$ cat src/hdl/compass_heading_from_field_top_assert.svh
// Assertion macros shared by the heading pipeline modules.
// Each macro expects i_clk and i_rst_n in the scope where it is used.
`ifndef COMPASS_HEADING_FROM_FIELD_TOP_ASSERT_SVH
`define COMPASS_HEADING_FROM_FIELD_TOP_ASSERT_SVH

// Same-cycle implication.
`define CHF_ASSERT_IMP(lbl, ante, cons, msg) \
    lbl: assert property (@(posedge i_clk) disable iff (!i_rst_n) (ante) |-> (cons)) \
        else $error(msg);

// Next-cycle implication.
`define CHF_ASSERT_NXT(lbl, ante, cons, msg) \
    lbl: assert property (@(posedge i_clk) disable iff (!i_rst_n) (ante) |=> (cons)) \
        else $error(msg);

`endif

$ cat src/hdl/chf_pkg.sv
package chf_pkg;

    localparam int RAW_W            = 25;
    localparam int FLD_W            = RAW_W + 1;
    localparam int CFG_W            = 25;
    localparam int CFG_IDX_W        = 2;
    localparam int DEG_W            = 9;
    localparam int PRESCALE         = 30;
    localparam int CW               = FLD_W + PRESCALE + 2;
    localparam int ZFRAC            = 16;
    localparam int ZW               = 26;
    localparam int ZT_W             = ZW - ZFRAC;
    localparam int SUM_W            = ZT_W + 1;
    localparam int CORDIC_STEPS_DEF = 24;
    localparam int ATAN_IDX_W       = 5;

    localparam logic signed [ZW-1:0]    Z_180   = ZW'(180 * 65536);
    localparam logic signed [DEG_W-1:0] DEG_0   = DEG_W'(0);
    localparam logic signed [DEG_W-1:0] DEG_45  = DEG_W'(45);
    localparam logic signed [DEG_W-1:0] DEG_90  = DEG_W'(90);
    localparam logic signed [DEG_W-1:0] DEG_135 = DEG_W'(135);
    localparam logic signed [DEG_W-1:0] DEG_180 = DEG_W'(180);
    localparam logic signed [SUM_W-1:0] SUM_360 = SUM_W'(360);
    localparam logic signed [SUM_W-1:0] SUM_N360 = -SUM_W'(360);
    localparam logic signed [SUM_W-1:0] SUM_720 = SUM_W'(720);

    typedef enum logic [CFG_IDX_W-1:0] {
        CFG_OFFSET_X = 2'd0,
        CFG_OFFSET_Y = 2'd1,
        CFG_OFFSET_Z = 2'd2,
        CFG_DECL     = 2'd3
    } t_cfg_idx;

    typedef struct packed {
        logic signed [FLD_W-1:0] fx;
        logic signed [FLD_W-1:0] fy;
        logic signed [FLD_W-1:0] fz;
        logic                    ok;
    } t_fld;

    typedef struct packed {
        t_fld                    fld;
        logic                    bypass;
        logic signed [DEG_W-1:0] byp_deg;
        logic signed [CW-1:0]    x;
        logic signed [CW-1:0]    y;
        logic signed [ZW-1:0]    z;
    } t_cord;

    // atan(2^-k) in degrees, Q16, rounded to nearest.
    function automatic logic signed [ZW-1:0] atan_q16(input logic [ATAN_IDX_W-1:0] k);
        logic signed [ZW-1:0] v;
        case (k)
            5'd0:    v = ZW'(2949120);
            5'd1:    v = ZW'(1740967);
            5'd2:    v = ZW'(919879);
            5'd3:    v = ZW'(466945);
            5'd4:    v = ZW'(234379);
            5'd5:    v = ZW'(117304);
            5'd6:    v = ZW'(58666);
            5'd7:    v = ZW'(29335);
            5'd8:    v = ZW'(14668);
            5'd9:    v = ZW'(7334);
            5'd10:   v = ZW'(3667);
            5'd11:   v = ZW'(1833);
            5'd12:   v = ZW'(917);
            5'd13:   v = ZW'(458);
            5'd14:   v = ZW'(229);
            5'd15:   v = ZW'(115);
            5'd16:   v = ZW'(57);
            5'd17:   v = ZW'(29);
            5'd18:   v = ZW'(14);
            5'd19:   v = ZW'(7);
            5'd20:   v = ZW'(4);
            5'd21:   v = ZW'(2);
            5'd22:   v = ZW'(1);
            default: v = '0;
        endcase
        return v;
    endfunction

endpackage

$ cat src/hdl/chf_in_if.sv
interface chf_in_if;
    logic                             valid;
    logic                             ready;
    logic signed [chf_pkg::RAW_W-1:0] raw_x;
    logic signed [chf_pkg::RAW_W-1:0] raw_y;
    logic signed [chf_pkg::RAW_W-1:0] raw_z;
    logic                             sample_valid;

    modport source (output valid, raw_x, raw_y, raw_z, sample_valid, input ready);
    modport sink   (input valid, raw_x, raw_y, raw_z, sample_valid, output ready);
endinterface

$ cat src/hdl/chf_front.sv
`include "compass_heading_from_field_top_assert.svh"

module chf_front (
    input  logic                                i_clk,
    input  logic                                i_rst_n,
    chf_in_if.sink                              i_in,
    input  logic signed [chf_pkg::CFG_W-1:0]    i_off_x,
    input  logic signed [chf_pkg::CFG_W-1:0]    i_off_y,
    input  logic signed [chf_pkg::CFG_W-1:0]    i_off_z,
    output chf_pkg::t_cord                      o_beat,
    output logic                                o_valid,
    input  logic                                i_ready
);

    localparam int FW = chf_pkg::FLD_W;
    localparam int CW = chf_pkg::CW;

    logic              r_a_valid;
    chf_pkg::t_fld     r_a_fld;
    chf_pkg::t_fld     n_a_fld;
    logic              r_b_valid;
    chf_pkg::t_cord    r_b_beat;
    chf_pkg::t_cord    n_b_beat;
    logic              en_a;
    logic              en_b;
    logic [FW:0]       ax;
    logic [FW:0]       ay;
    logic signed [CW-1:0] xs;
    logic signed [CW-1:0] ys;

    assign en_b       = !r_b_valid || i_ready;
    assign en_a       = !r_a_valid || en_b;
    assign i_in.ready = en_a;

    always_comb begin
        n_a_fld.fx = {i_in.raw_x[chf_pkg::RAW_W-1], i_in.raw_x}
                   + {i_off_x[chf_pkg::CFG_W-1], i_off_x};
        n_a_fld.fy = {i_in.raw_y[chf_pkg::RAW_W-1], i_in.raw_y}
                   + {i_off_y[chf_pkg::CFG_W-1], i_off_y};
        n_a_fld.fz = {i_in.raw_z[chf_pkg::RAW_W-1], i_in.raw_z}
                   + {i_off_z[chf_pkg::CFG_W-1], i_off_z};
        n_a_fld.ok = i_in.sample_valid;
    end

    always_ff @(posedge i_clk) begin
        if (!i_rst_n) begin
            r_a_valid <= 1'b0;
        end else if (en_a) begin
            r_a_valid <= i_in.valid;
        end
    end

    always_ff @(posedge i_clk) begin
        if (en_a && i_in.valid) begin
            r_a_fld <= n_a_fld;
        end
    end

    always_comb begin
        ax = r_a_fld.fx[FW-1] ? -{r_a_fld.fx[FW-1], r_a_fld.fx} : {r_a_fld.fx[FW-1], r_a_fld.fx};
        ay = r_a_fld.fy[FW-1] ? -{r_a_fld.fy[FW-1], r_a_fld.fy} : {r_a_fld.fy[FW-1], r_a_fld.fy};
        xs = {{(CW-FW){r_a_fld.fx[FW-1]}}, r_a_fld.fx} <<< chf_pkg::PRESCALE;
        ys = {{(CW-FW){r_a_fld.fy[FW-1]}}, r_a_fld.fy} <<< chf_pkg::PRESCALE;

        n_b_beat.fld    = r_a_fld;
        n_b_beat.bypass = (r_a_fld.fy == '0) || (r_a_fld.fx == '0) || (ax == ay);
        if (r_a_fld.fy == '0) begin
            n_b_beat.byp_deg = r_a_fld.fx[FW-1] ? chf_pkg::DEG_180 : chf_pkg::DEG_0;
        end else if (r_a_fld.fx == '0) begin
            n_b_beat.byp_deg = r_a_fld.fy[FW-1] ? -chf_pkg::DEG_90 : chf_pkg::DEG_90;
        end else if (!r_a_fld.fx[FW-1]) begin
            n_b_beat.byp_deg = r_a_fld.fy[FW-1] ? -chf_pkg::DEG_45 : chf_pkg::DEG_45;
        end else begin
            n_b_beat.byp_deg = r_a_fld.fy[FW-1] ? -chf_pkg::DEG_135 : chf_pkg::DEG_135;
        end

        // The left half plane is turned by 180 degrees before the rotations.
        if (r_a_fld.fx[FW-1]) begin
            n_b_beat.x = -xs;
            n_b_beat.y = -ys;
            n_b_beat.z = r_a_fld.fy[FW-1] ? -chf_pkg::Z_180 : chf_pkg::Z_180;
        end else begin
            n_b_beat.x = xs;
            n_b_beat.y = ys;
            n_b_beat.z = '0;
        end
    end

    always_ff @(posedge i_clk) begin
        if (!i_rst_n) begin
            r_b_valid <= 1'b0;
        end else if (en_b) begin
            r_b_valid <= r_a_valid;
        end
    end

    always_ff @(posedge i_clk) begin
        if (en_b && r_a_valid) begin
            r_b_beat <= n_b_beat;
        end
    end

    assign o_beat  = r_b_beat;
    assign o_valid = r_b_valid;

    `CHF_ASSERT_NXT(a_front_hold, r_a_valid && !en_b, r_a_valid && $stable(r_a_fld),
        "front stage lost or changed a stalled beat")
    `CHF_ASSERT_IMP(a_axis_bypass,
        r_b_valid && (r_b_beat.fld.fx == '0 || r_b_beat.fld.fy == '0), r_b_beat.bypass,
        "vector on an axis did not take the exact path")

endmodule

$ cat src/flat_wrapper.sv
// flat-port wrapper written by rule: the top's interface ports become plain ports
module chf_front_flat 
  (i_clk, i_rst_n, i_off_x, i_off_y, i_off_z, o_beat, o_valid, i_ready, i_in_valid, i_in_raw_x, i_in_raw_y, i_in_raw_z, i_in_sample_valid, i_in_ready);
  chf_in_if i_in_i ();
  input  logic i_clk;
  input  logic i_rst_n;
  input  logic signed [chf_pkg::CFG_W-1:0] i_off_x;
  input  logic signed [chf_pkg::CFG_W-1:0] i_off_y;
  input  logic signed [chf_pkg::CFG_W-1:0] i_off_z;
  output chf_pkg::t_cord o_beat;
  output logic o_valid;
  input  logic i_ready;
  input wire logic [$bits(i_in_i.valid)-1:0] i_in_valid;
  input wire logic [$bits(i_in_i.raw_x)-1:0] i_in_raw_x;
  input wire logic [$bits(i_in_i.raw_y)-1:0] i_in_raw_y;
  input wire logic [$bits(i_in_i.raw_z)-1:0] i_in_raw_z;
  input wire logic [$bits(i_in_i.sample_valid)-1:0] i_in_sample_valid;
  output wire logic [$bits(i_in_i.ready)-1:0] i_in_ready;
  assign i_in_i.valid = i_in_valid;
  assign i_in_i.raw_x = i_in_raw_x;
  assign i_in_i.raw_y = i_in_raw_y;
  assign i_in_i.raw_z = i_in_raw_z;
  assign i_in_i.sample_valid = i_in_sample_valid;
  assign i_in_ready = i_in_i.ready;
  chf_front u_core (.i_clk(i_clk), .i_rst_n(i_rst_n), .i_in(i_in_i), .i_off_x(i_off_x), .i_off_y(i_off_y), .i_off_z(i_off_z), .o_beat(o_beat), .o_valid(o_valid), .i_ready(i_ready));
endmodule
$ cat config.mk
export PLATFORM = sky130hd
export DESIGN_NAME = chf_front_flat
export DESIGN_NICKNAME = d
export VERILOG_FILES = /design/src/hdl/chf_pkg.sv /design/src/hdl/chf_in_if.sv /design/src/hdl/chf_front.sv /design/src/flat_wrapper.sv
export VERILOG_INCLUDE_DIRS = /design/src /design/src/hdl
export SDC_FILE = /design/constraint.sdc
export NUM_CORES = 1
export LEC_CHECK = 0
export BUFFER_PORTS_ARGS = -buffer_cell sky130_fd_sc_hd__buf_4
export CORE_AREA = 2 2 197 199
export DETAILED_ROUTE_END_ITERATION = 8
export DIE_AREA = 0 0 199 201
export GPL_ROUTABILITY_DRIVEN = 0
export PLACE_DENSITY = 0.56
export SLEW_MARGIN = 20
export SYNTH_ARGS = -nofsm -noshare
export SYNTH_HDL_FRONTEND = slang
export SYNTH_SLANG_ARGS = --single-unit
$ cat constraint.sdc
create_clock -name i_clk -period 15.25 [get_ports i_clk]
set_clock_uncertainty 0.15 [all_clocks]
set_input_delay 1.525 -clock i_clk [delete_from_list [all_inputs] [get_ports i_clk]]
set_output_delay 1.525 -clock i_clk [all_outputs]
set_load 0.02 [all_outputs]
==> impl_metrics.yaml <==
logic_synthesis:
  yosysMostFrequentCell: "edfxtp_1"
  synth-main-ff-cell: "edfxtp_1"
  syn_area_per_cell_um2: 11.9
  synth_seq_cells: 227
  syn_area_mm2: 0.0131
  syn_inst: 1098
  synth_top_cell_area_share_pct: 51.5
  synthTopCellsByArea: "edfxtp_1 (52%), ha_1 (7.7%), xnor2_1 (7.1%), buf_4 (4.9%), xor2_1 (2.7%)"
  ys_types: 73
  yosys.area.top_type: "edfxtp_1"
  async_flop_share_pct: 0
  yosys-top-cells-count: "edfxtp_1 (225), xnor2_1 (107), buf_4 (85)"
  yosys_warnings: 0
  synth_edf_count: 225
  yosysSeqAreaShare_pct: 51.8
grt:
  grt_pass1_wl_mm: 50.5
  grt_max_degree: 80
  grt_remaining_overflow: 0
  grt_pass1_vias: 8848
  grt_use_total_pct: 16.2
  antenna_found_initial: 0
worst_setup_path:
  cp_slowest_stage_delay_ns: 0.70
  required_ns: 15.49
  crit_cells: 12
  path_class: "reg2reg"
  crit_buf_inv: 0
  crit_chain: "or4_1 -> or4_4 -> or4_4 -> nor3_4 -> ha_1 -> xnor2_1 -> nand3_1 -> nor4_1 -> or4b_2 -> nor4_1 -> nand4_1 -> nand2_1"
  critPathLaunchType: "register"
  critical_path.top_delay_family: "simple AND/OR/NAND/NOR gates"
  arrival_ns: 5.00
  r2r_cells: 12
  worstSetupEndpointType: "register"
  crit_path_max_fanout: 10
  slowest_stage: "or4_1"
route:
  route.detailed.drc: 0
  routed.top_layer: "met4"
  wl_met3_mm: 2.49
  vias: 9266
  avgViaCountPerCell: 4.77
  routedWlPerCell_um: 17.1
  detail-route-antenna-nets: 0
  dr.first_iter.drc_count: 544
  wl_met2_mm: 16.5
  wl_met1_mm: 13.8
  firstDrtPassIters: 5
  drt_wl_total_mm: 33.2
cts:
  clk-insertion-delay-late_ns: 0.53
  cts_tree: "built"
  path_clk_slew_ns: 0.07
  cts_max_level: 1
  cts_resized: 0
  cts.sinks: 227
  post-cts-setup-buffers: 0
  ctsHoldBuffers: 0
  clockBufferDepth: 3
  cts-root-buf: "clkbuf_16"
  cts_buffers: 25
floorplanning:
  core_mm2: 0.0381
  dieHeight_um: 201
  ios: 388
  start_util_pct: 34.4
  placementRows: 72
  die_x_um: 199
  die_area_mm2: 0.0400
finish:
  stdcell_area_mm2: 0.0165
  area_growth_pct: 26.0
  layout-drive-gt1-share_pct: 26.7
  fin_nets: 1645
  utilization_pct: 43.4
  n_fill_cell: 3588
  antenna_cells: 0
placement:
  placed_cell_area_mm2: 0.0157
  place_ws_ns: 10.51
  portBuffers: 309
  hpwlAfterDp_mm: 26.1
sta:
  setup_slack_ns: 10.49
  clock.fmax_mhz: 210
  min_period_ns: 4.76
  tns_ns: 0
  drv_slew: 0
  tightestPinTransition_ns: 0.923
  finalHoldViolations: 0
  grt_setup_unrepaired: "false"
  setup_violations: 0
  slew_headroom_pct: 38.5
  post-route-period-util_pct: 31.2
run:
  timing.max_cap.violations: 0
outcome:
  outcome: "finished, final reports clean"
power_and_ir_drop:
  leakage_nw: 6.62
  peakVddDrop_uv: 65.3
  power_mw: 1.88
  p_per_area_mw_per_mm2: 114
worst_hold_path:
  holdPathStages: 0
  min_path_type: "reg2reg"
## area by class of cell
class / count / area [um2] / area share [%]
Tap cell: 518 / 648 / 3.92
Inverter: 21 / 78.8 / 0.477
Timing Repair Buffer: 314 / 2360 / 14.3
Sequential cell: 227 / 6800 / 41.1
Multi-Input combinational cell: 817 / 5790 / 35.0
Clock buffer: 28 / 637 / 3.85
Clock inverter: 17 / 214 / 1.29
## through the flow
| step | hold WS (ns) | std cells |
|---|---|---|
| 6_report | 0.266 | 1942 |
| 5_1_grt | 0.272 | 1942 |
| 4_1_cts | 0.265 | 1942 |
| 3_5_place_dp | 0.255 | 1897 |
| 3_3_place_gp | 0.251 | 1897 |
| 2_1_floorplan | 0.250 | 1176 |
## cell usage in the layout (no fill, tap or decap), types with 4 or more instances in the layout
cell type / n
xor2_1: 40
o21a_1: 14
xnor2_1: 107
nor4b_1: 4
buf_4: 313
o211ai_1: 7
and3_1: 5
nand3_1: 16
nor3_1: 11
a31oi_1: 6
and4_1: 4
a21boi_0: 4
and2_1: 4
nor2_1: 54
a21o_1: 23
a211oi_1: 18
bufinv_16: 5
o31ai_1: 21
nand2b_1: 11
nor4_1: 11
or3_1: 13
clkbuf_16: 25
or4_1: 8
a21oi_1: 55
o21bai_1: 10
ha_1: 81
nand2_1: 66
o41ai_1: 13
edfxtp_1: 225
or2_2: 13
inv_1: 21
o21ai_0: 50
conb_1: 79
clkinv_1: 6
nor2b_1: 9
## cell families after synthesis
group | count (synthesis) | synth area share (%)
AO/OA/AOI/OAI | 252 | 13.0
AND/OR/NAND/NOR | 249 | 9.97
flip-flops | 227 | 51.8
XOR/XNOR | 150 | 10.3
buffers and inverters | 132 | 6.36
adder cells (fa/ha/maj) | 84 | 8.19
multiplexers | 3 | 0.267
other | 1 | 0.0286
## report_power, final
part,switching [mW],leakage [nW],internal (mW),total [mW]
Combinational,0.241,4.05,0.189,0.430
Sequential,0.0490,2.15,0.776,0.825
Clock,0.240,0.417,0.384,0.625
## registers in the layout, summed over array words and instances, names as in the netlist
register	cells
u_core.o_beat	146
u_core.n_b_beat	79
u_core.r_a_valid	1
u_core.o_valid	1
## worst reg2reg max path, cell delays in order (launching register included)
cell and delay (ns):
edfxtp_1 0.53, or4_1 0.70, or4_4 0.66, or4_4 0.48
nor3_4 0.35, ha_1 0.25, xnor2_1 0.13, nand3_1 0.10
nor4_1 0.27, or4b_2 0.61, nor4_1 0.21, nand4_1 0.12
nand2_1 0.08
## final timing paths
check                                           from                  to  slack (ns)
worst max register to register  u_core.n_b_beat[184]  u_core.o_beat[151]       10.49
worst max-delay path            u_core.n_b_beat[184]  u_core.o_beat[151]       10.49
worst min-delay path            u_core.n_b_beat[153]  u_core.o_beat[153]        0.27
worst min register to register  u_core.n_b_beat[153]  u_core.o_beat[153]        0.27
## metal layers
layer  global-route usage [%]  up-vias
met5                        0        -
met4                     2.51        0
met3                     3.76       27
met2                     28.2      328
met1                     20.7     4340
li1                         -     4571
Power figures use the tool's default switching activity.
