==> config.mk <==
export PLATFORM = sky130hd
export DESIGN_NAME = chf_stage
export DESIGN_NICKNAME = d
export VERILOG_FILES = /design/src/hdl/chf_pkg.sv /design/src/hdl/chf_stage.sv
export VERILOG_INCLUDE_DIRS = /design/src /design/src/hdl
export SDC_FILE = /design/constraint.sdc
export NUM_CORES = 1
export LEC_CHECK = 0
export BUFFER_PORTS_ARGS = -buffer_cell sky130_fd_sc_hd__buf_4
export CAP_MARGIN = 20
export CORE_AREA = 2 2 273 275
export CTS_BUF_LIST = sky130_fd_sc_hd__clkbuf_4
export DETAILED_ROUTE_END_ITERATION = 6
export DIE_AREA = 0 0 275 277
export SYNTH_ARGS = -nofsm -noshare
export SYNTH_HDL_FRONTEND = slang
export SYNTH_SLANG_ARGS = --single-unit
==> constraint.sdc <==
create_clock -name i_clk -period 13 [get_ports i_clk]
set_input_delay 2.6 -clock i_clk [delete_from_list [all_inputs] [get_ports i_clk]]
set_output_delay 2.6 -clock i_clk [all_outputs]
set_load 0.01 [all_outputs]
==> src/hdl/compass_heading_from_field_top_assert.svh <==
// Assertion macros shared by the heading pipeline modules.
// Each macro expects i_clk and i_rst_n in the scope where it is used.
`ifndef COMPASS_HEADING_FROM_FIELD_TOP_ASSERT_SVH
`define COMPASS_HEADING_FROM_FIELD_TOP_ASSERT_SVH

// Same-cycle implication.
`define CHF_ASSERT_IMP(lbl, ante, cons, msg) \
    lbl: assert property (@(posedge i_clk) disable iff (!i_rst_n) (ante) |-> (cons)) \
        else $error(msg);

// Next-cycle implication.
`define CHF_ASSERT_NXT(lbl, ante, cons, msg) \
    lbl: assert property (@(posedge i_clk) disable iff (!i_rst_n) (ante) |=> (cons)) \
        else $error(msg);

`endif

==> src/hdl/chf_pkg.sv <==
package chf_pkg;

    localparam int RAW_W            = 25;
    localparam int FLD_W            = RAW_W + 1;
    localparam int CFG_W            = 25;
    localparam int CFG_IDX_W        = 2;
    localparam int DEG_W            = 9;
    localparam int PRESCALE         = 30;
    localparam int CW               = FLD_W + PRESCALE + 2;
    localparam int ZFRAC            = 16;
    localparam int ZW               = 26;
    localparam int ZT_W             = ZW - ZFRAC;
    localparam int SUM_W            = ZT_W + 1;
    localparam int CORDIC_STEPS_DEF = 24;
    localparam int ATAN_IDX_W       = 5;

    localparam logic signed [ZW-1:0]    Z_180   = ZW'(180 * 65536);
    localparam logic signed [DEG_W-1:0] DEG_0   = DEG_W'(0);
    localparam logic signed [DEG_W-1:0] DEG_45  = DEG_W'(45);
    localparam logic signed [DEG_W-1:0] DEG_90  = DEG_W'(90);
    localparam logic signed [DEG_W-1:0] DEG_135 = DEG_W'(135);
    localparam logic signed [DEG_W-1:0] DEG_180 = DEG_W'(180);
    localparam logic signed [SUM_W-1:0] SUM_360 = SUM_W'(360);
    localparam logic signed [SUM_W-1:0] SUM_N360 = -SUM_W'(360);
    localparam logic signed [SUM_W-1:0] SUM_720 = SUM_W'(720);

    typedef enum logic [CFG_IDX_W-1:0] {
        CFG_OFFSET_X = 2'd0,
        CFG_OFFSET_Y = 2'd1,
        CFG_OFFSET_Z = 2'd2,
        CFG_DECL     = 2'd3
    } t_cfg_idx;

    typedef struct packed {
        logic signed [FLD_W-1:0] fx;
        logic signed [FLD_W-1:0] fy;
        logic signed [FLD_W-1:0] fz;
        logic                    ok;
    } t_fld;

    typedef struct packed {
        t_fld                    fld;
        logic                    bypass;
        logic signed [DEG_W-1:0] byp_deg;
        logic signed [CW-1:0]    x;
        logic signed [CW-1:0]    y;
        logic signed [ZW-1:0]    z;
    } t_cord;

    // atan(2^-k) in degrees, Q16, rounded to nearest.
    function automatic logic signed [ZW-1:0] atan_q16(input logic [ATAN_IDX_W-1:0] k);
        logic signed [ZW-1:0] v;
        case (k)
            5'd0:    v = ZW'(2949120);
            5'd1:    v = ZW'(1740967);
            5'd2:    v = ZW'(919879);
            5'd3:    v = ZW'(466945);
            5'd4:    v = ZW'(234379);
            5'd5:    v = ZW'(117304);
            5'd6:    v = ZW'(58666);
            5'd7:    v = ZW'(29335);
            5'd8:    v = ZW'(14668);
            5'd9:    v = ZW'(7334);
            5'd10:   v = ZW'(3667);
            5'd11:   v = ZW'(1833);
            5'd12:   v = ZW'(917);
            5'd13:   v = ZW'(458);
            5'd14:   v = ZW'(229);
            5'd15:   v = ZW'(115);
            5'd16:   v = ZW'(57);
            5'd17:   v = ZW'(29);
            5'd18:   v = ZW'(14);
            5'd19:   v = ZW'(7);
            5'd20:   v = ZW'(4);
            5'd21:   v = ZW'(2);
            5'd22:   v = ZW'(1);
            default: v = '0;
        endcase
        return v;
    endfunction

endpackage

==> src/hdl/chf_stage.sv <==
`include "compass_heading_from_field_top_assert.svh"

module chf_stage #(
    parameter int STEP = 0
) (
    input  logic           i_clk,
    input  logic           i_rst_n,
    input  chf_pkg::t_cord i_beat,
    input  logic           i_valid,
    output logic           o_ready,
    output chf_pkg::t_cord o_beat,
    output logic           o_valid,
    input  logic           i_ready
);

    localparam logic [chf_pkg::ATAN_IDX_W-1:0] KI = chf_pkg::ATAN_IDX_W'(STEP % 32);

    logic                         r_valid;
    chf_pkg::t_cord               r_beat;
    chf_pkg::t_cord               n_beat;
    logic                         en;
    logic signed [chf_pkg::CW-1:0] x_sh;
    logic signed [chf_pkg::CW-1:0] y_sh;
    logic signed [chf_pkg::ZW-1:0] ang;

    assign en      = !r_valid || i_ready;
    assign o_ready = en;

    always_comb begin
        x_sh   = i_beat.x >>> KI;
        y_sh   = i_beat.y >>> KI;
        ang    = chf_pkg::atan_q16(KI);
        n_beat = i_beat;
        if (!i_beat.y[chf_pkg::CW-1]) begin
            n_beat.x = i_beat.x + y_sh;
            n_beat.y = i_beat.y - x_sh;
            n_beat.z = i_beat.z + ang;
        end else begin
            n_beat.x = i_beat.x - y_sh;
            n_beat.y = i_beat.y + x_sh;
            n_beat.z = i_beat.z - ang;
        end
    end

    always_ff @(posedge i_clk) begin
        if (!i_rst_n) begin
            r_valid <= 1'b0;
        end else if (en) begin
            r_valid <= i_valid;
        end
    end

    always_ff @(posedge i_clk) begin
        if (en && i_valid) begin
            r_beat <= n_beat;
        end
    end

    assign o_beat  = r_beat;
    assign o_valid = r_valid;

    `CHF_ASSERT_NXT(a_stage_hold, r_valid && !i_ready, r_valid && $stable(r_beat),
        "rotation stage lost or changed a stalled beat")

endmodule

==> flow_metrics.py, run 1 <==
metrics = {
    "synthesis": {
        "synth-edff-count": 230,
        "ys_seq_area_share_pct": 38.1,
        "synthMuxAreaShare_pct": 1.88,
        "synth_top_family_by_area": "compound AO/OA/AOI/OAI gates",
        "yosysWarnings": 0,
        "synth_async_sr_flop_share_pct": 0,
        "synth_nets": 2383,
        "syn_avg_cell_area_um2": 9.33,
        "synthAdderAreaFrac_pct": 13.9,
        "synthCells": 1949,
        "synth.most_common_cell": "a21oi_1",
        "yosys.area_share.simple_pct": 11.7,
        "ys_ff_latch": 231,
        "synth_top_area_share_pct": 38.0,
        "synth_flop_cell": "edfxtp_1",
        "synthTopCellsByArea": "edfxtp_1 38%, ha_1 13%, a21oi_1 6.9%, xnor2_1 4.9%, inv_1 3.7%",
        "synth_top_area_cell": "edfxtp_1",
        "synth_cell_types": 90,
        "yosys.area_share.xor_xnor_pct": 5.78,
        "synth_common_cells": "251 x a21oi_1, 230 x edfxtp_1, 195 x ha_1",
        "synthesis.area_um2": 18200,
        "synth-compound-area-share_pct": 22.8,
    },
    "min_path": {
        "hold_path_class": "register to register",
    },
    "placed_design": {
        "dp_hpwl_um": 58800,
        "dpl.cell_count": 3307,
        "port-buffer-count": 467,
        "gp_congestion": 0.926,
        "pre_cts_slack_ps": 5680,
    },
    "global_routing": {
        "grt_usage_pct": 18.5,
        "antenna_found_initial": 6,
        "grt-ovfl-total": 0,
        "grt_pass1_vias": 16700,
        "grt_pass1_wl_um": 107000,
        "grt_max_degree": 76,
    },
    "timing": {
        "slew_violations": 0,
        "clock.fmax_mhz": 149,
        "rsz0062_at_grt": "false",
        "setup_tns_ps": 0,
        "max_slew_margin_pct": 30.7,
        "finalSetupViolCount": 0,
        "tightest_slew_ps": 1040,
        "period_needed_ps": 6700,
        "fin_crit_sh_pct": 51.6,
        "final-hold-violation-count": 0,
        "fin_worst_skew_ps": 42.7,
        "worst_slack_ps": 6300,
    },
    "die": {
        "die_area_um2": 76200,
        "io_pins": 468,
        "rows": 100,
        "coreArea_um2": 73600,
        "start_util_pct": 24.7,
        "fp.dieH_um": 277,
        "fp.dieW_um": 275,
    },
    "status": {
        "outcome": "complete, no violations",
    },
    "setup_path": {
        "path_class": "primary input to register",
        "cp_max_fo": 18,
        "crit_path_cell_trace": "buf_4, inv_1, ha_1, nand4_1, or3_1, nor4_1, o21ai_0, a31oi_1, a31oi_1, o21ai_0, a21oi_1, mux2i_1, xor2_1",
        "critPathBufInv": 2,
        "end_kind": "register",
        "slowest_delay_ps": 860,
        "cp_data_arrival_time_ps": 7320,
        "cp_top_family": "compound AO/OA/AOI/OAI gates",
        "critPathLaunchType": "primary input",
        "cp_slowest_cell": "nor4_1",
        "required_ps": 13620,
    },
    "cts": {
        "cts_resized": 0,
        "cts_hold_buffers": 0,
        "htree_levels": 3,
        "clk_pin_slew_ps": 60,
        "clkSinkCount": 231,
        "ctsRootBufferMaster": "clkbuf_4",
        "cts_setup_buffers": 0,
        "numCtsBuffers": 70,
        "clk_latency_ps": 820,
        "clk_path_buf_depth": 3,
        "cts_tree": "built",
    },
    "routing": {
        "via_per_inst": 5.04,
        "drt_iter0_drc": 1506,
        "first_pass_iters": 6,
        "wl_per_cell_um": 21.5,
        "drt.antenna.violating_nets": 0,
        "wirelength_um": 73700,
        "via_count": 17300,
        "drc": 0,
    },
    "power_and_ir_drop": {
        "peakVddDrop_v": 0.0000703,
        "p_leak_nw": 10.0,
        "total_power_w": 0.00253,
        "pwr_density_cell_nw_per_um2": 108,
    },
    "finish": {
        "fin_nets": 2844,
        "syn2layout_area_growth_pct": 28.8,
        "drive_above_1_share_pct": 25.0,
        "stdcell_count": 3422,
    },
    "run": {
        "cap_violations": 0,
    },
}
==> placed cells by master, fill, tap and decap left out, types with 6 or more instances in the layout <==
cell      count
o221ai_1      6
a21boi_0      9
o21a_1       12
a21oi_1     251
ha_1        195
or3_1         9
and2_1        7
xor2_1       18
o21bai_1     55
buf_4       474
nor4_1       18
nor2b_1      17
or4_1        13
clkinv_1     30
a211oi_1     19
nor3_1       44
nand2b_1     15
a21o_1       42
inv_1       180
a31oi_1      12
nand4_1      27
edfxtp_1    230
xnor2_1     102
nand2_1      78
o31ai_1      23
o211ai_1     19
nor2_1      129
clkbuf_4     89
o21ai_0     128
or2_2        10
nand3_1      38
mux2i_1      32
==> worst paths after layout <==
| path | cells past startpoint | slack [ps] | to | from |
|---|---|---|---|---|
| setup / recovery | 13 | 6300 | o_beat[140] | i_beat[54] |
| hold / removal | 2 | 540 | o_valid | o_valid |
| setup reg to reg | 4 | 9750 | o_beat[108] | o_valid |
| hold reg to reg | 2 | 540 | o_valid | o_valid |
==> logic make-up after synthesis <==
logic type	Yosys count
xor+xnor	120
buf+inv	280
fa+ha+maj	199
compound gates	657
simple gates	428
flops	231
mux	34
==> metrics by stage <==
stage	area, um^2	util (%)	hold WS (ps)
CTS	23400	31.9	542
global placement	22600	30.7	531
finish	23400	31.9	538
floorplan	18200	-	610
global route	23400	31.9	616
detailed placement	22600	30.7	535
==> worst reg2reg max path: cells and delay by family, from the launching register on <==
kind | cells | cell delay (ps)
buf+inv | 2 | 1690
flops | 1 | 310
simple gates | 2 | 810
==> metal layers <==
layer | vias to the layer above | global-route usage [%] | wire, um
li1 | 8060 | - | -
met1 | 8159 | 23.7 | 30500
met2 | 892 | 30.3 | 34100
met3 | 144 | 4.49 | 6710
met4 | 8 | 6.39 | 2250
met5 | - | 0 | 55
==> area by class of cell <==
type / instances / area, um^2
flip-flops and latches: 231 / 6930
inverters: 195 / 732
repair buffers: 474 / 3560
multi-input cells: 1438 / 10200
diodes: 2 / 5.00
clock buffers: 89 / 668
well taps: 969 / 1210
clock inverters: 24 / 153
fillers: 7780 / 50100
==> state kept, by name, indices dropped and copies added (netlist names) <==
name and flops:
o_beat 230, o_valid 1
==> report_power, final <==
part | switching [W] | internal, W | total [W]
clock network | 0.000350 | 0.000357 | 0.000707
registers | 0.0000311 | 0.000929 | 0.000960
logic | 0.000523 | 0.000337 | 0.000860
total | 0.000904 | 0.00162 | 0.00253
Power figures use the tool's default switching activity.
==> inputs of run 2 (changes only) <==
--- a/config.mk
+++ b/config.mk
@@ -6,12 +6,13 @@
 export SDC_FILE = /design/constraint.sdc
 export NUM_CORES = 1
 export LEC_CHECK = 0
+export ABC_AREA = 1
 export BUFFER_PORTS_ARGS = -buffer_cell sky130_fd_sc_hd__buf_4
 export CAP_MARGIN = 20
-export CORE_AREA = 2 2 273 275
+export CORE_AREA = 2 2 307 309
 export CTS_BUF_LIST = sky130_fd_sc_hd__clkbuf_4
 export DETAILED_ROUTE_END_ITERATION = 6
-export DIE_AREA = 0 0 275 277
+export DIE_AREA = 0 0 309 311
 export SYNTH_ARGS = -nofsm -noshare
 export SYNTH_HDL_FRONTEND = slang
 export SYNTH_SLANG_ARGS = --single-unit
==> constraint.sdc (replaced) <==
create_clock -name i_clk -period 6.2 [get_ports i_clk]
set_input_delay 1.24 -clock i_clk [delete_from_list [all_inputs] [get_ports i_clk]]
set_output_delay 1.24 -clock i_clk [all_outputs]
set_load 0.01 [all_outputs]
==> run 2 against run 1 <==
  * Final cell count is 57% higher
  * Global-route usage is 2.4 points higher
  * Clock power is 120% higher
  * Synthesized cell count is 84% higher
  * Critical path depth is 1 higher
  * Clock skew is 4.7 ps lower
  * Sequential share of layout area is 5.4 points lower
  * Register-to-register slack worse by 5400 ps
  * First-iteration DRC count is 22% higher
  * Sequential cell count stayed put
  * Total power is 120% higher
  * Critical endpoint is now o_beat[115]
==> flow_metrics.py, run 2 <==
metrics = {
    "power_and_ir_drop": {
        "peakVddDrop_v": 0.0000785,
        "pwr_density_cell_nw_per_um2": 198,
        "p_leak_nw": 15.2,
    },
    "synthesis": {
        "ys_ff_latch": 231,
        "synth.most_common_cell": "nand2_1",
        "synth_flop_cell": "edfxtp_1",
        "synth_top_area_share_pct": 30.0,
        "synth_top_area_cell": "edfxtp_1",
        "ys_seq_area_share_pct": 30.1,
        "synthCells": 3585,
        "syn_avg_cell_area_um2": 6.43,
        "synth_cell_types": 42,
        "synthTopCellsByArea": "edfxtp_1 30%, nand2_1 20%, inv_1 12%, ha_1 11%, nand3_1 6.0%",
        "synth_nets": 4019,
        "synth_common_cells": "1225 x nand2_1, 735 x inv_1, 275 x nand3_1",
        "yosysWarnings": 0,
        "synth-edff-count": 230,
        "synth_async_sr_flop_share_pct": 0,
        "synthesis.area_um2": 23000,
    },
    "finish": {
        "drive_above_1_share_pct": 15.1,
        "nFillCells": 10300,
        "largest_reg_flops": 230,
        "final_common_cell": "nand2_1",
        "syn2layout_area_growth_pct": 24.3,
        "final_util_pct": 30.9,
        "fin_nets": 4487,
        "final_cell_mix": "1225 x nand2_1, 735 x inv_1, 469 x buf_4",
    },
    "setup_path": {
        "cp_top_family": "simple AND/OR/NAND/NOR gates",
        "cp_data_arrival_time_ps": 3770,
        "crit_path_cell_trace": "buf_4, inv_1, ha_1, nand2_1, o21ai_0, nand2_1, nand2_1, nand2_1, nand2_1, nand2_1, nand2_1, a21oi_1, o21ai_0, o21ai_0",
        "critPathLaunchType": "primary input",
        "slowest_delay_ps": 560,
        "required_ps": 6720,
        "critical_path.startpoint": "i_beat[28]",
        "critPathBufInv": 2,
        "r2r-start": "o_valid",
        "cp_slowest_cell": "o21ai_0",
        "cp_max_fo": 12,
        "cp_common_cell": "nand2_1",
        "path_class": "primary input to register",
        "end_kind": "register",
    },
    "status": {
        "outcome": "complete, no violations",
    },
    "routing": {
        "wl_per_cell_um": 19.4,
        "first_pass_iters": 6,
        "drt.antenna.violating_nets": 0,
        "via_per_inst": 4.63,
        "via_count": 24900,
        "drc": 0,
        "wirelength_um": 104000,
        "drt_iter0_drc": 1838,
    },
    "cts": {
        "cts_hold_buffers": 0,
        "cts_setup_buffers": 0,
        "clk_pin_slew_ps": 60,
        "numCtsBuffers": 73,
        "cts_tree": "built",
        "cts_resized": 0,
        "clk_path_buf_depth": 3,
        "ctsRootBufferMaster": "clkbuf_4",
        "clk_latency_ps": 860,
        "clkSinkCount": 231,
        "htree_levels": 3,
    },
    "die": {
        "io_pins": 468,
        "start_util_pct": 24.8,
        "coreArea_um2": 92800,
        "die_area_um2": 96100,
        "fp.dieH_um": 311,
        "fp.dieW_um": 309,
        "rows": 112,
    },
    "global_routing": {
        "antenna_found_initial": 11,
        "grt_pass1_wl_um": 149000,
        "grt_max_degree": 88,
        "grt-ovfl-total": 0,
        "grt_pass1_vias": 24200,
        "grt_usage_pct": 21.0,
    },
    "timing": {
        "worst_slack_ps": 2950,
        "fin_crit_sh_pct": 52.3,
        "final-hold-violation-count": 0,
        "setup_tns_ps": 0,
        "period_needed_ps": 3250,
        "clock.fmax_mhz": 308,
        "max_slew_margin_pct": 38.4,
        "slew_violations": 0,
        "finalSetupViolCount": 0,
        "fin_worst_skew_ps": 38.0,
        "tightest_slew_ps": 924,
        "rsz0062_at_grt": "false",
    },
    "placed_design": {
        "gp_congestion": 0.986,
        "port-buffer-count": 467,
        "dp_hpwl_um": 87900,
        "pre_cts_slack_ps": 2110,
    },
    "min_path": {
        "hold_path.startpoint": "i_beat[4]",
        "hold_path_class": "primary input to register",
    },
    "run": {
        "cap_violations": 0,
    },
}
-- run 2: cell types whose count changed in the layout (fill, tap and decap cells not counted), moves of 20 or more --
cell,previous run,this run
a21o_1,42,1
a21oi_1,251,205
inv_1,180,735
mux2i_1,32,2
nand2_1,78,1225
nand3_1,38,275
nand4_1,27,59
nor2_1,129,248
nor3_1,44,8
o21ai_0,128,152
o21bai_1,55,28
o31ai_1,23,3
xnor2_1,102,6
xor2_1,18,38
-- run 2: layout make-up --
type                    instances  area (um^2)  share of cell area, %
flip-flops and latches        231         6930                   24.2
clock inverters                31          160                  0.559
inverters                     739         2780                   9.70
clock buffers                  96          721                   2.52
diodes                          7         17.5                 0.0612
multi-input cells            2536        12900                   45.0
repair buffers                472         3580                   12.5
well taps                    1254         1570                   5.48
-- run 2: where the power goes --
group | internal [W] | switching [W] | leakage [nW]
Combinational | 0.000710 | 0.00145 | 12.4
Sequential | 0.00191 | 0.0000561 | 2.24
Clock | 0.000735 | 0.000805 | 0.521
Total | 0.00336 | 0.00231 | 15.2
-- run 2: metrics by stage --
stage	hold WS [ps]	std cells	area (um^2)	total power [W]
after CTS	428	5359	28600	0.00574
final	526	5366	28600	0.00566
after detailed placement	568	5232	27700	0.00413
after floorplan	630	3585	23000	0.00320
after global placement	570	5232	27700	0.00413
after global routing	414	5363	28600	0.00605
-- run 2: path summary, 6_finish.rpt --
kind                            slack [ps]  cells past startpoint     endpoint
worst min-delay path                   530                      1    o_beat[4]
worst max register to register        4320                      2   o_beat[12]
worst min register to register         570                      2      o_valid
worst max-delay path                  2950                     14  o_beat[115]
-- run 2: cell families (layout without fill, tap and decap cells) --
group                      count (synthesis)  in the layout  share of synthesized area, %
other                                      0              7                             0
DFF                                      231            231                          30.1
xor gates and xnor gates                  44             44                          1.67
AOI/OAI and AO/OA                        430            430                          9.95
buffers and inverters                    818           1338                          14.1
adders and majority gates                199            199                          10.9
muxes                                      2              2                        0.0869
and+or+nand+nor                         1861           1861                          33.2
-- run 2: layer usage --
| layer | GRT usage [%] | part of all wire [%] | wire length (um) |
|---|---|---|---|
| met1 | 23.4 | 38 | 39600 |
| met4 | 10.5 | 5.3 | 5500 |
| met5 | 0 | 0.073 | 76 |
| met3 | 4.86 | 8.0 | 8350 |
| met2 | 37.0 | 49 | 50500 |
