### src/hdl/compass_heading_from_field_top_assert.svh
// Assertion macros shared by the heading pipeline modules.
// Each macro expects i_clk and i_rst_n in the scope where it is used.
`ifndef COMPASS_HEADING_FROM_FIELD_TOP_ASSERT_SVH
`define COMPASS_HEADING_FROM_FIELD_TOP_ASSERT_SVH

// Same-cycle implication.
`define CHF_ASSERT_IMP(lbl, ante, cons, msg) \
    lbl: assert property (@(posedge i_clk) disable iff (!i_rst_n) (ante) |-> (cons)) \
        else $error(msg);

// Next-cycle implication.
`define CHF_ASSERT_NXT(lbl, ante, cons, msg) \
    lbl: assert property (@(posedge i_clk) disable iff (!i_rst_n) (ante) |=> (cons)) \
        else $error(msg);

`endif

### src/hdl/chf_pkg.sv
package chf_pkg;

    localparam int RAW_W            = 25;
    localparam int FLD_W            = RAW_W + 1;
    localparam int CFG_W            = 25;
    localparam int CFG_IDX_W        = 2;
    localparam int DEG_W            = 9;
    localparam int PRESCALE         = 30;
    localparam int CW               = FLD_W + PRESCALE + 2;
    localparam int ZFRAC            = 16;
    localparam int ZW               = 26;
    localparam int ZT_W             = ZW - ZFRAC;
    localparam int SUM_W            = ZT_W + 1;
    localparam int CORDIC_STEPS_DEF = 24;
    localparam int ATAN_IDX_W       = 5;

    localparam logic signed [ZW-1:0]    Z_180   = ZW'(180 * 65536);
    localparam logic signed [DEG_W-1:0] DEG_0   = DEG_W'(0);
    localparam logic signed [DEG_W-1:0] DEG_45  = DEG_W'(45);
    localparam logic signed [DEG_W-1:0] DEG_90  = DEG_W'(90);
    localparam logic signed [DEG_W-1:0] DEG_135 = DEG_W'(135);
    localparam logic signed [DEG_W-1:0] DEG_180 = DEG_W'(180);
    localparam logic signed [SUM_W-1:0] SUM_360 = SUM_W'(360);
    localparam logic signed [SUM_W-1:0] SUM_N360 = -SUM_W'(360);
    localparam logic signed [SUM_W-1:0] SUM_720 = SUM_W'(720);

    typedef enum logic [CFG_IDX_W-1:0] {
        CFG_OFFSET_X = 2'd0,
        CFG_OFFSET_Y = 2'd1,
        CFG_OFFSET_Z = 2'd2,
        CFG_DECL     = 2'd3
    } t_cfg_idx;

    typedef struct packed {
        logic signed [FLD_W-1:0] fx;
        logic signed [FLD_W-1:0] fy;
        logic signed [FLD_W-1:0] fz;
        logic                    ok;
    } t_fld;

    typedef struct packed {
        t_fld                    fld;
        logic                    bypass;
        logic signed [DEG_W-1:0] byp_deg;
        logic signed [CW-1:0]    x;
        logic signed [CW-1:0]    y;
        logic signed [ZW-1:0]    z;
    } t_cord;

    // atan(2^-k) in degrees, Q16, rounded to nearest.
    function automatic logic signed [ZW-1:0] atan_q16(input logic [ATAN_IDX_W-1:0] k);
        logic signed [ZW-1:0] v;
        case (k)
            5'd0:    v = ZW'(2949120);
            5'd1:    v = ZW'(1740967);
            5'd2:    v = ZW'(919879);
            5'd3:    v = ZW'(466945);
            5'd4:    v = ZW'(234379);
            5'd5:    v = ZW'(117304);
            5'd6:    v = ZW'(58666);
            5'd7:    v = ZW'(29335);
            5'd8:    v = ZW'(14668);
            5'd9:    v = ZW'(7334);
            5'd10:   v = ZW'(3667);
            5'd11:   v = ZW'(1833);
            5'd12:   v = ZW'(917);
            5'd13:   v = ZW'(458);
            5'd14:   v = ZW'(229);
            5'd15:   v = ZW'(115);
            5'd16:   v = ZW'(57);
            5'd17:   v = ZW'(29);
            5'd18:   v = ZW'(14);
            5'd19:   v = ZW'(7);
            5'd20:   v = ZW'(4);
            5'd21:   v = ZW'(2);
            5'd22:   v = ZW'(1);
            default: v = '0;
        endcase
        return v;
    endfunction

endpackage

### src/hdl/chf_out_if.sv
interface chf_out_if;
    logic                             valid;
    logic                             ready;
    logic signed [chf_pkg::FLD_W-1:0] field_x;
    logic signed [chf_pkg::FLD_W-1:0] field_y;
    logic signed [chf_pkg::FLD_W-1:0] field_z;
    logic        [chf_pkg::DEG_W-1:0] heading_deg;
    logic                             ok;

    modport source (output valid, field_x, field_y, field_z, heading_deg, ok, input ready);
    modport sink   (input valid, field_x, field_y, field_z, heading_deg, ok, output ready);
endinterface

### src/hdl/chf_back.sv
`include "compass_heading_from_field_top_assert.svh"

module chf_back (
    input  logic                              i_clk,
    input  logic                              i_rst_n,
    input  chf_pkg::t_cord                    i_beat,
    input  logic                              i_valid,
    output logic                              o_ready,
    input  logic signed [chf_pkg::DEG_W-1:0]  i_decl,
    chf_out_if.source                         o_out
);

    localparam int ZW    = chf_pkg::ZW;
    localparam int ZT_W  = chf_pkg::ZT_W;
    localparam int SUM_W = chf_pkg::SUM_W;
    localparam int FW    = chf_pkg::FLD_W;
    localparam int DW    = chf_pkg::DEG_W;

    logic                    r_valid;
    logic signed [FW-1:0]    r_fx;
    logic signed [FW-1:0]    r_fy;
    logic signed [FW-1:0]    r_fz;
    logic        [DW-1:0]    r_head;
    logic                    r_ok;
    logic                    en;
    logic signed [ZW-1:0]    z_neg;
    logic signed [ZW-1:0]    z_sh;
    logic signed [ZT_W-1:0]  z_int;
    logic signed [SUM_W-1:0] deg;
    logic signed [SUM_W-1:0] sum;
    logic signed [SUM_W-1:0] wrapped;

    assign en      = !r_valid || o_out.ready;
    assign o_ready = en;

    always_comb begin
        // Truncate the Q16 angle toward zero.
        z_neg = -i_beat.z;
        z_sh  = z_neg >>> chf_pkg::ZFRAC;
        if (!i_beat.z[ZW-1]) begin
            z_int = ZT_W'(i_beat.z >>> chf_pkg::ZFRAC);
        end else begin
            z_int = -ZT_W'(z_sh);
        end
        if (i_beat.bypass) begin
            deg = {{(SUM_W-DW){i_beat.byp_deg[DW-1]}}, i_beat.byp_deg};
        end else begin
            deg = {z_int[ZT_W-1], z_int};
        end
        sum = deg + {{(SUM_W-DW){i_decl[DW-1]}}, i_decl};
        if (sum < chf_pkg::SUM_N360) begin
            wrapped = sum + chf_pkg::SUM_720;
        end else if (sum < 0) begin
            wrapped = sum + chf_pkg::SUM_360;
        end else if (sum > chf_pkg::SUM_360) begin
            wrapped = sum - chf_pkg::SUM_360;
        end else begin
            wrapped = sum;
        end
    end

    always_ff @(posedge i_clk) begin
        if (!i_rst_n) begin
            r_valid <= 1'b0;
        end else if (en) begin
            r_valid <= i_valid;
        end
    end

    always_ff @(posedge i_clk) begin
        if (en && i_valid) begin
            r_ok   <= i_beat.fld.ok;
            r_fx   <= i_beat.fld.ok ? i_beat.fld.fx : '0;
            r_fy   <= i_beat.fld.ok ? i_beat.fld.fy : '0;
            r_fz   <= i_beat.fld.ok ? i_beat.fld.fz : '0;
            r_head <= i_beat.fld.ok ? wrapped[DW-1:0] : '0;
        end
    end

    assign o_out.valid       = r_valid;
    assign o_out.field_x     = r_fx;
    assign o_out.field_y     = r_fy;
    assign o_out.field_z     = r_fz;
    assign o_out.heading_deg = r_head;
    assign o_out.ok          = r_ok;

    `CHF_ASSERT_IMP(a_head_range, r_valid, r_head <= DW'(360),
        "heading left the range up to 360")
    `CHF_ASSERT_IMP(a_bad_zero, r_valid && !r_ok,
        r_fx == '0 && r_fy == '0 && r_fz == '0 && r_head == '0,
        "failed reading produced nonzero fields")

endmodule
### src/flat_wrapper.sv
// flat-port wrapper written by rule: the top's interface ports become plain ports
module chf_back_flat 
  (i_clk, i_rst_n, i_beat, i_valid, o_ready, i_decl, o_out_valid, o_out_field_x, o_out_field_y, o_out_field_z, o_out_heading_deg, o_out_ok, o_out_ready);
  chf_out_if o_out_i ();
  input  logic i_clk;
  input  logic i_rst_n;
  input  chf_pkg::t_cord i_beat;
  input  logic i_valid;
  output logic o_ready;
  input  logic signed [chf_pkg::DEG_W-1:0] i_decl;
  output wire logic [$bits(o_out_i.valid)-1:0] o_out_valid;
  output wire logic [$bits(o_out_i.field_x)-1:0] o_out_field_x;
  output wire logic [$bits(o_out_i.field_y)-1:0] o_out_field_y;
  output wire logic [$bits(o_out_i.field_z)-1:0] o_out_field_z;
  output wire logic [$bits(o_out_i.heading_deg)-1:0] o_out_heading_deg;
  output wire logic [$bits(o_out_i.ok)-1:0] o_out_ok;
  input wire logic [$bits(o_out_i.ready)-1:0] o_out_ready;
  assign o_out_valid = o_out_i.valid;
  assign o_out_field_x = o_out_i.field_x;
  assign o_out_field_y = o_out_i.field_y;
  assign o_out_field_z = o_out_i.field_z;
  assign o_out_heading_deg = o_out_i.heading_deg;
  assign o_out_ok = o_out_i.ok;
  assign o_out_i.ready = o_out_ready;
  chf_back u_core (.i_clk(i_clk), .i_rst_n(i_rst_n), .i_beat(i_beat), .i_valid(i_valid), .o_ready(o_ready), .i_decl(i_decl), .o_out(o_out_i));
endmodule
### config.mk
export PLATFORM = sky130hd
export DESIGN_NAME = chf_back_flat
export DESIGN_NICKNAME = d
export VERILOG_FILES = /design/src/hdl/chf_pkg.sv /design/src/hdl/chf_out_if.sv /design/src/hdl/chf_back.sv /design/src/flat_wrapper.sv
export VERILOG_INCLUDE_DIRS = /design/src /design/src/hdl
export SDC_FILE = /design/constraint.sdc
export NUM_CORES = 1
export LEC_CHECK = 0
export BUFFER_PORTS_ARGS = -buffer_cell sky130_fd_sc_hd__buf_2
export CAP_MARGIN = 20
export CORE_AREA = 2 2 129 131
export DETAILED_ROUTE_END_ITERATION = 10
export DIE_AREA = 0 0 131 133
export REMOVE_ABC_BUFFERS = 1
export SLEW_MARGIN = 10
export SYNTH_ARGS = -nofsm -noshare
export SYNTH_HDL_FRONTEND = slang
export SYNTH_SLANG_ARGS = --single-unit
export TNS_END_PERCENT = 30
### constraint.sdc
create_clock -name i_clk -period 6.4 [get_ports i_clk]
set_clock_uncertainty 0.2 [all_clocks]
set_input_delay 1.6 -clock i_clk [delete_from_list [all_inputs] [get_ports i_clk]]
set_output_delay 1.6 -clock i_clk [all_outputs]
set_load 0.01 [all_outputs]
==> run metrics, run 1 <==
Synth Area in Compound Gates=9.61%; endpoints failing hold=0; Async SR Flop Fraction=0%; via density per instance=4.47; Synth cell types=50; P_int=1.17 mW; Max Buffers Root-to-Sink=2; First DRT Iteration DRCs=211; worst vdd ir=0.000105 V; CTS tree=done; top cells by count, synth=88 x edfxtp_1, 84 x and2_1, 24 x nand2_1, 19 x ha_1, 19 x o21ai_0; share of layout cells above drive strength 1=44.7%; routed vias=3802; worst-skew pair later-pin latency=0.33 ns; first-pass GRT wire length=18700 um; largest family of logic cells by synthesized area=simple AND/OR/NAND/NOR gates; total wire length=12600 um; Slew @ Worst Pin=1.01 ns; per-cell routed wire length=14.8 um; Hold-fix buffers, CTS=0; TritonRoute pass-1 iters=4; Reg power frac=43.3%; status=finished, final reports clean; Synth Instances=375; Final ANT Viol Nets=0; CP peak stage delay=0.53 ns; Residual DRC=0; Initial Utilization=28.3%; leakage=2.87 nW; Clk pwr share=30.2%; Buf+Inv Stages, Crit Path=3; Layout Area Growth over Synthesis=41.3%; initial antenna violation count=5; clock slew at reported path FFs=0.06 ns; clock sink count=89; Max Cap Viol=0; Main synth FF type=edfxtp_1; Required @ worst endpoint=6.29 ns; die width=131 um; H-tree Lvls=3; FF+latch area=0.00266 sq mm; Sw Ratio=28.4%; Synth Area in Simple Gates=19.8%; Tot GR Track Use=13.8%; Avg Cell Area, Syn=12.2 sq um; XOR/XNOR Fraction of Synth Area=3.80%; top post-synthesis cells by area=edfxtp_1 58%, and2_1 11%, ha_1 5.2%; setup TNS=0 ns; Synth area leader=edfxtp_1; pin count of the biggest net entering global routing=79; period utilisation layout=94.8%; CP Class=input pin to flip-flop; Synth top area share=57.8%; Remaining Overflow, GRT=0; CP startpoint kind=input pin; IO Pins=334; flop and latch count out of synthesis=89; Peak Freq=165 MHz; fin crit period=6.07 ns; Worst slew margin=32.9%; Hold Crit Class=flip-flop to flip-flop; Die Y=133 um; NumNets Final=888; Finish-stage setup viols=0; Synth warnings=0; clock root cell=clkbuf_16; Num CTS Buffers=9; PD cells=253 mW/mm^2; sequential cell area fraction in the yosys report=58.2%; routability cong.=0.821; RSZ-0062 raised after global routing=yes; Final Core Density=40.0%; mux contribution to synthesized area=0.903%; fillcell total=1587; slowest stage cell, crit path=or4_1; critical path endpoint category=flip-flop; number of flops mapped to enable cells by yosys=88; Final Max Slew Viols=0; vias in the first global route=3815; placement row count=47; WP data arrival=5.96 ns; PortBufs=217; count leader, synth=edfxtp_1; Comb power frac=26.6%; Multi-input gate area=0.00186 sq mm; core area=0.0162 sq mm; delay-heaviest family, CP=simple AND/OR/NAND/NOR gates; critical path fanouts, max=4; post-DP HPWL=9760 um; Mapped Area=0.00457 sq mm; Post-Synth Adder-Cell Area=5.64%; critical-path cell list=buf_2 > nor4_2 > nand4_1 > buf_4 > xnor2_1 > ha_1 > nand2_1 > nor2_1 > nand2_1 > a21boi_1 > xor2_1 > mux2_2 > ha_1 > and3_1 > a211oi_2 > buf_4 > a211o_1 > and3b_1 > or2_2 > or4_1 > a31oi_1 > nor3b_2; total die area=0.0174 sq mm; NetSw=0.464 mW
## metal layers
layer	track usage, %	part of all wire [%]	wire [um]	up-vias
li1	-	-	-	1861
met1	15.2	38	4810	1738
met2	22.6	46	5740	180
met3	8.17	15	1900	15
met4	3.49	0.54	68	8
met5	0	0.39	49	-
## kinds of logic after synthesis
group	Yosys count
AND/OR/NAND/NOR	158
flip-flops	89
AO/OA/AOI/OAI	62
buffers and inverters	23
adder cells (fa/ha/maj)	20
XOR/XNOR	19
multiplexers	4
## layout make-up
cell class | count | area share (%)
Tap cell | 220 | 4.26
Timing Repair Buffer | 251 | 20.8
Sequential cell | 89 | 41.2
Multi-Input combinational cell | 263 | 28.8
Antenna cell | 1 | 0.0387
Clock inverter | 6 | 0.775
Clock buffer | 10 | 3.54
Inverter | 10 | 0.581
## power groups by stage
stage,registers [mW],clock network (mW),logic [mW]
4_1_cts,0.707,0.513,0.430
6_report,0.706,0.492,0.434
3_5_place_dp,0.719,0,0.428
3_3_place_gp,0.718,0,0.424
2_1_floorplan,0.745,0,0.203
5_1_grt,0.711,0.531,0.483
## worst paths after layout
path,start,cells after the start,end,slack (ns)
setup / recovery,i_beat[2],22,u_core.o_out.heading_deg[6]$_SDFFCE_PN0P_,0.33
hold / removal,u_core.o_out.valid$_SDFFE_PN0N_,2,u_core.o_out.valid$_SDFFE_PN0N_,0.34
setup reg to reg,u_core.o_out.valid$_SDFFE_PN0N_,3,u_core.o_out.field_z[1]$_SDFFCE_PN0P_,4.32
hold reg to reg,u_core.o_out.valid$_SDFFE_PN0N_,2,u_core.o_out.valid$_SDFFE_PN0N_,0.34
## state kept, by name, indices dropped and copies added (netlist names)
name and flops:
u_core.o_out.valid 1, u_core.o_out.field_z 26, u_core.o_out.field_x 26, u_core.o_out.field_y 26, u_core.o_out.ok 1, u_core.o_out.heading_deg 9
## worst reg2reg max path, stage by stage, from the launching register on
cell and delay [ns]:
dfxtp_1 0.31, nand2b_1 0.10, and2_4 0.24, buf_4 0.77
## repair_timing
item,4_1_cts,5_1_grt
gates resized for setup,0,12
endpoints found under the setup margin,0,6
setup buffers,0,2
## placed cells by master, fill, tap and decap left out, types with 3 or more instances in the layout
cell type	count
buf_2	217
edfxtp_1	88
and2_1	83
buf_4	34
nand2_1	24
ha_1	19
o21ai_0	17
nor2_1	15
xor2_1	10
inv_1	10
a21oi_1	9
clkbuf_16	9
xnor2_1	8
nand4_1	6
a21o_1	5
nor3_1	4
nor4_2	3
and4_1	3
nand2b_1	3
a21boi_0	3
mux2i_1	3
## metrics by stage
stage               power, mW  area, sq um  hold WS (ns)  setup WS, ns  cells
floorplan               0.948         4520         0.410         0.123    362
global placement         1.14         6120         0.313       0.00237    831
detailed placement       1.15         6120         0.331       -0.0315    831
CTS                      1.65         6400         0.342         0.313    847
global route             1.73         6460         0.395      -0.00410    849
finish                   1.63         6460         0.341         0.330    850
Power figures use the tool's default switching activity.
==> inputs of run 2 (changes only) <==
ABC_AREA = 1   (was default)
CORE_AREA = 2 2 128 130   (was 2 2 129 131)
DIE_AREA = 0 0 130 132   (was 0 0 131 133)
PLACE_DENSITY = 0.65   (was default)
==> run 2 against run 1 <==
Die area is 1.5% lower. Maximum frequency increased by 14%. Wire length decreased by 3.7%. Synthesized cell count rose by 49%. Critical path type unchanged. Critical endpoint is now u_core.o_out.heading_deg[7]$_SDFFCE_PN0P_.
==> run metrics, run 2 <==
Final Core Density=42.0%; Initial Utilization=31.3%; Worst slew margin=47.9%; Async SR Flop Fraction=0%; placed cell count=985; vias in the first global route=3905; Layout Area Growth over Synthesis=34.2%; flop and latch count out of synthesis=89; critical path fanouts, max=7; period utilisation layout=83.2%; routed vias=4227; Synth area leader=edfxtp_1; pin count of the biggest net entering global routing=70; fin crit period=5.32 ns; count leader, synth=nand2_1; Post-CTS Setup Inserts=0; Remaining Overflow, GRT=0; critical path endpoint category=flip-flop; Required @ worst endpoint=6.30 ns; post-DP HPWL=9330 um; Post-DP Area=0.00628 sq mm; Synth warnings=0; via density per instance=4.22; CTS tree=done; Mapped Area=0.00492 sq mm; worst vdd ir=0.000119 V; clock slew at reported path FFs=0.07 ns; PostCTS Resize Cnt=0; Slew @ Worst Pin=0.782 ns; TritonRoute pass-1 iters=4; final instance area=0.00660 sq mm; Peak Freq=188 MHz; Tot GR Track Use=14.1%; slowest stage cell, crit path=ha_1; H-tree Lvls=3; IO Pins=334; first-pass GRT wire length=18900 um; total wire length=12100 um; Avg Cell Area, Syn=8.79 sq um; RSZ-0062 raised after global routing=no; number of flops mapped to enable cells by yosys=88; Finish-stage setup viols=0; CP peak stage delay=0.34 ns; total die area=0.0172 sq mm; endpoints failing hold=0; most common cell after layout, fill and taps aside=buf_2; Num CTS Buffers=9; most frequent cells in the layout=217 x buf_2, 166 x nand2_1, 114 x inv_1; top post-synthesis cells by area=edfxtp_1 54%, nand2_1 13%, inv_1 8.7%; top cells by count, synth=166 x nand2_1, 114 x inv_1, 88 x edfxtp_1, 35 x nor2_1, 30 x a21oi_1; placement row count=46; Main synth FF type=edfxtp_1; initial antenna violation count=2; Top cell by count, worst path=nand2_1; NumNets Final=1044; Synth top area share=53.7%; setup TNS=0 ns; Residual DRC=0; core area=0.0157 sq mm; First DRT Iteration DRCs=263; Synth Instances=560; WP data arrival=5.22 ns; die width=130 um; CP startpoint kind=input pin; per-cell routed wire length=12.1 um; Final ANT Viol Nets=0; routability cong.=0.863; Synth cell types=40; share of layout cells above drive strength 1=35.0%; PortBufs=217; Hold-fix buffers, CTS=0; Final Max Slew Viols=0; Finished Layout Cells=1002; PD cells=249 mW/mm^2; Max Cap Viol=0; clock root cell=clkbuf_16; clock sink count=89; leakage=3.63 nW; Die Y=132 um; Hold Crit Class=flip-flop to flip-flop; worst-skew pair later-pin latency=0.34 ns; Max Buffers Root-to-Sink=2; status=finished, final reports clean; CP Class=input pin to flip-flop; sequential cell area fraction in the yosys report=54.1%
[run 2: cell count changes after synthesis, moves of 7 or more]
| cell | before | now |
|---|---|---|
| nand2_1 | 24 | 166 |
| inv_1 | 10 | 114 |
| and2_1 | 84 | 1 |
| nand3_1 | 2 | 27 |
| a21oi_1 | 9 | 30 |
| nor2_1 | 15 | 35 |
| nand2_2 | 0 | 14 |
| o21ai_0 | 19 | 8 |
| inv_2 | 0 | 7 |
| xnor2_1 | 8 | 1 |
| xor2_1 | 10 | 3 |
[run 2: path summary, 6_finish.rpt]
| check | startpoint | slack, ns | endpoint | cells past startpoint |
|---|---|---|---|---|
| hold reg to reg | u_core.o_out.valid$_SDFFE_PN0N_ | 0.35 | u_core.o_out.valid$_SDFFE_PN0N_ | 2 |
| hold / removal | u_core.o_out.valid$_SDFFE_PN0N_ | 0.35 | u_core.o_out.valid$_SDFFE_PN0N_ | 2 |
| setup / recovery | i_beat[8] | 1.08 | u_core.o_out.heading_deg[7]$_SDFFCE_PN0P_ | 33 |
| setup reg to reg | u_core.o_out.valid$_SDFFE_PN0N_ | 4.45 | u_core.o_out.field_y[8]$_SDFFCE_PN0P_ | 2 |
[run 2: per-layer routing]
metal	GRT usage, %	share of wire, %	vias to the layer above
met3	3.37	6.6	16
li1	-	-	2193
met5	0	0.11	-
met1	17.5	43	1872
met2	24.0	48	144
met4	4.36	1.6	2
[run 2: layout make-up]
class / count / area (sq um)
antenna: 1 / 2.50
clock buffer: 9 / 225
clock inverter: 7 / 88.8
fill: 1622 / 9110
inverter: 124 / 468
multi-input combinational: 334 / 1750
sequential: 89 / 2660
tap: 216 / 270
timing repair buffer: 222 / 1140
[run 2: through the flow]
stage               setup slack [ns]  hold WS, ns  power [mW]
CTS                             1.04        0.344        1.67
detailed placement             0.667        0.333        1.11
global route                   0.470        0.396        1.75
global placement               0.678        0.332        1.10
floorplan                     -0.254        0.395       0.961
finish                          1.08        0.347        1.64
[run 2: critical path, delay by kind of cell]
kind            cells  cell delay, ns
compound gates      5            0.57
xor+xnor            1            0.14
fa+ha+maj           2            0.52
buf+inv             4            0.38
simple gates       21            2.01
[run 2: kinds of logic (layout without fill, tap and decap cells)]
| kind of cell | after synthesis | count (layout) | share of synthesized area (%) |
|---|---|---|---|
| simple gates | 260 | 260 | 23.2 |
| buf+inv | 137 | 362 | 10.6 |
| flops | 89 | 89 | 54.1 |
| compound gates | 49 | 49 | 5.82 |
| fa+ha+maj | 20 | 20 | 5.24 |
| xor+xnor | 5 | 5 | 1.04 |
| other cells | 0 | 1 | 0 |
[run 2: where the power goes]
part | internal, mW | switching (mW)
logic | 0.150 | 0.238
registers | 0.694 | 0.00949
clock network | 0.310 | 0.241
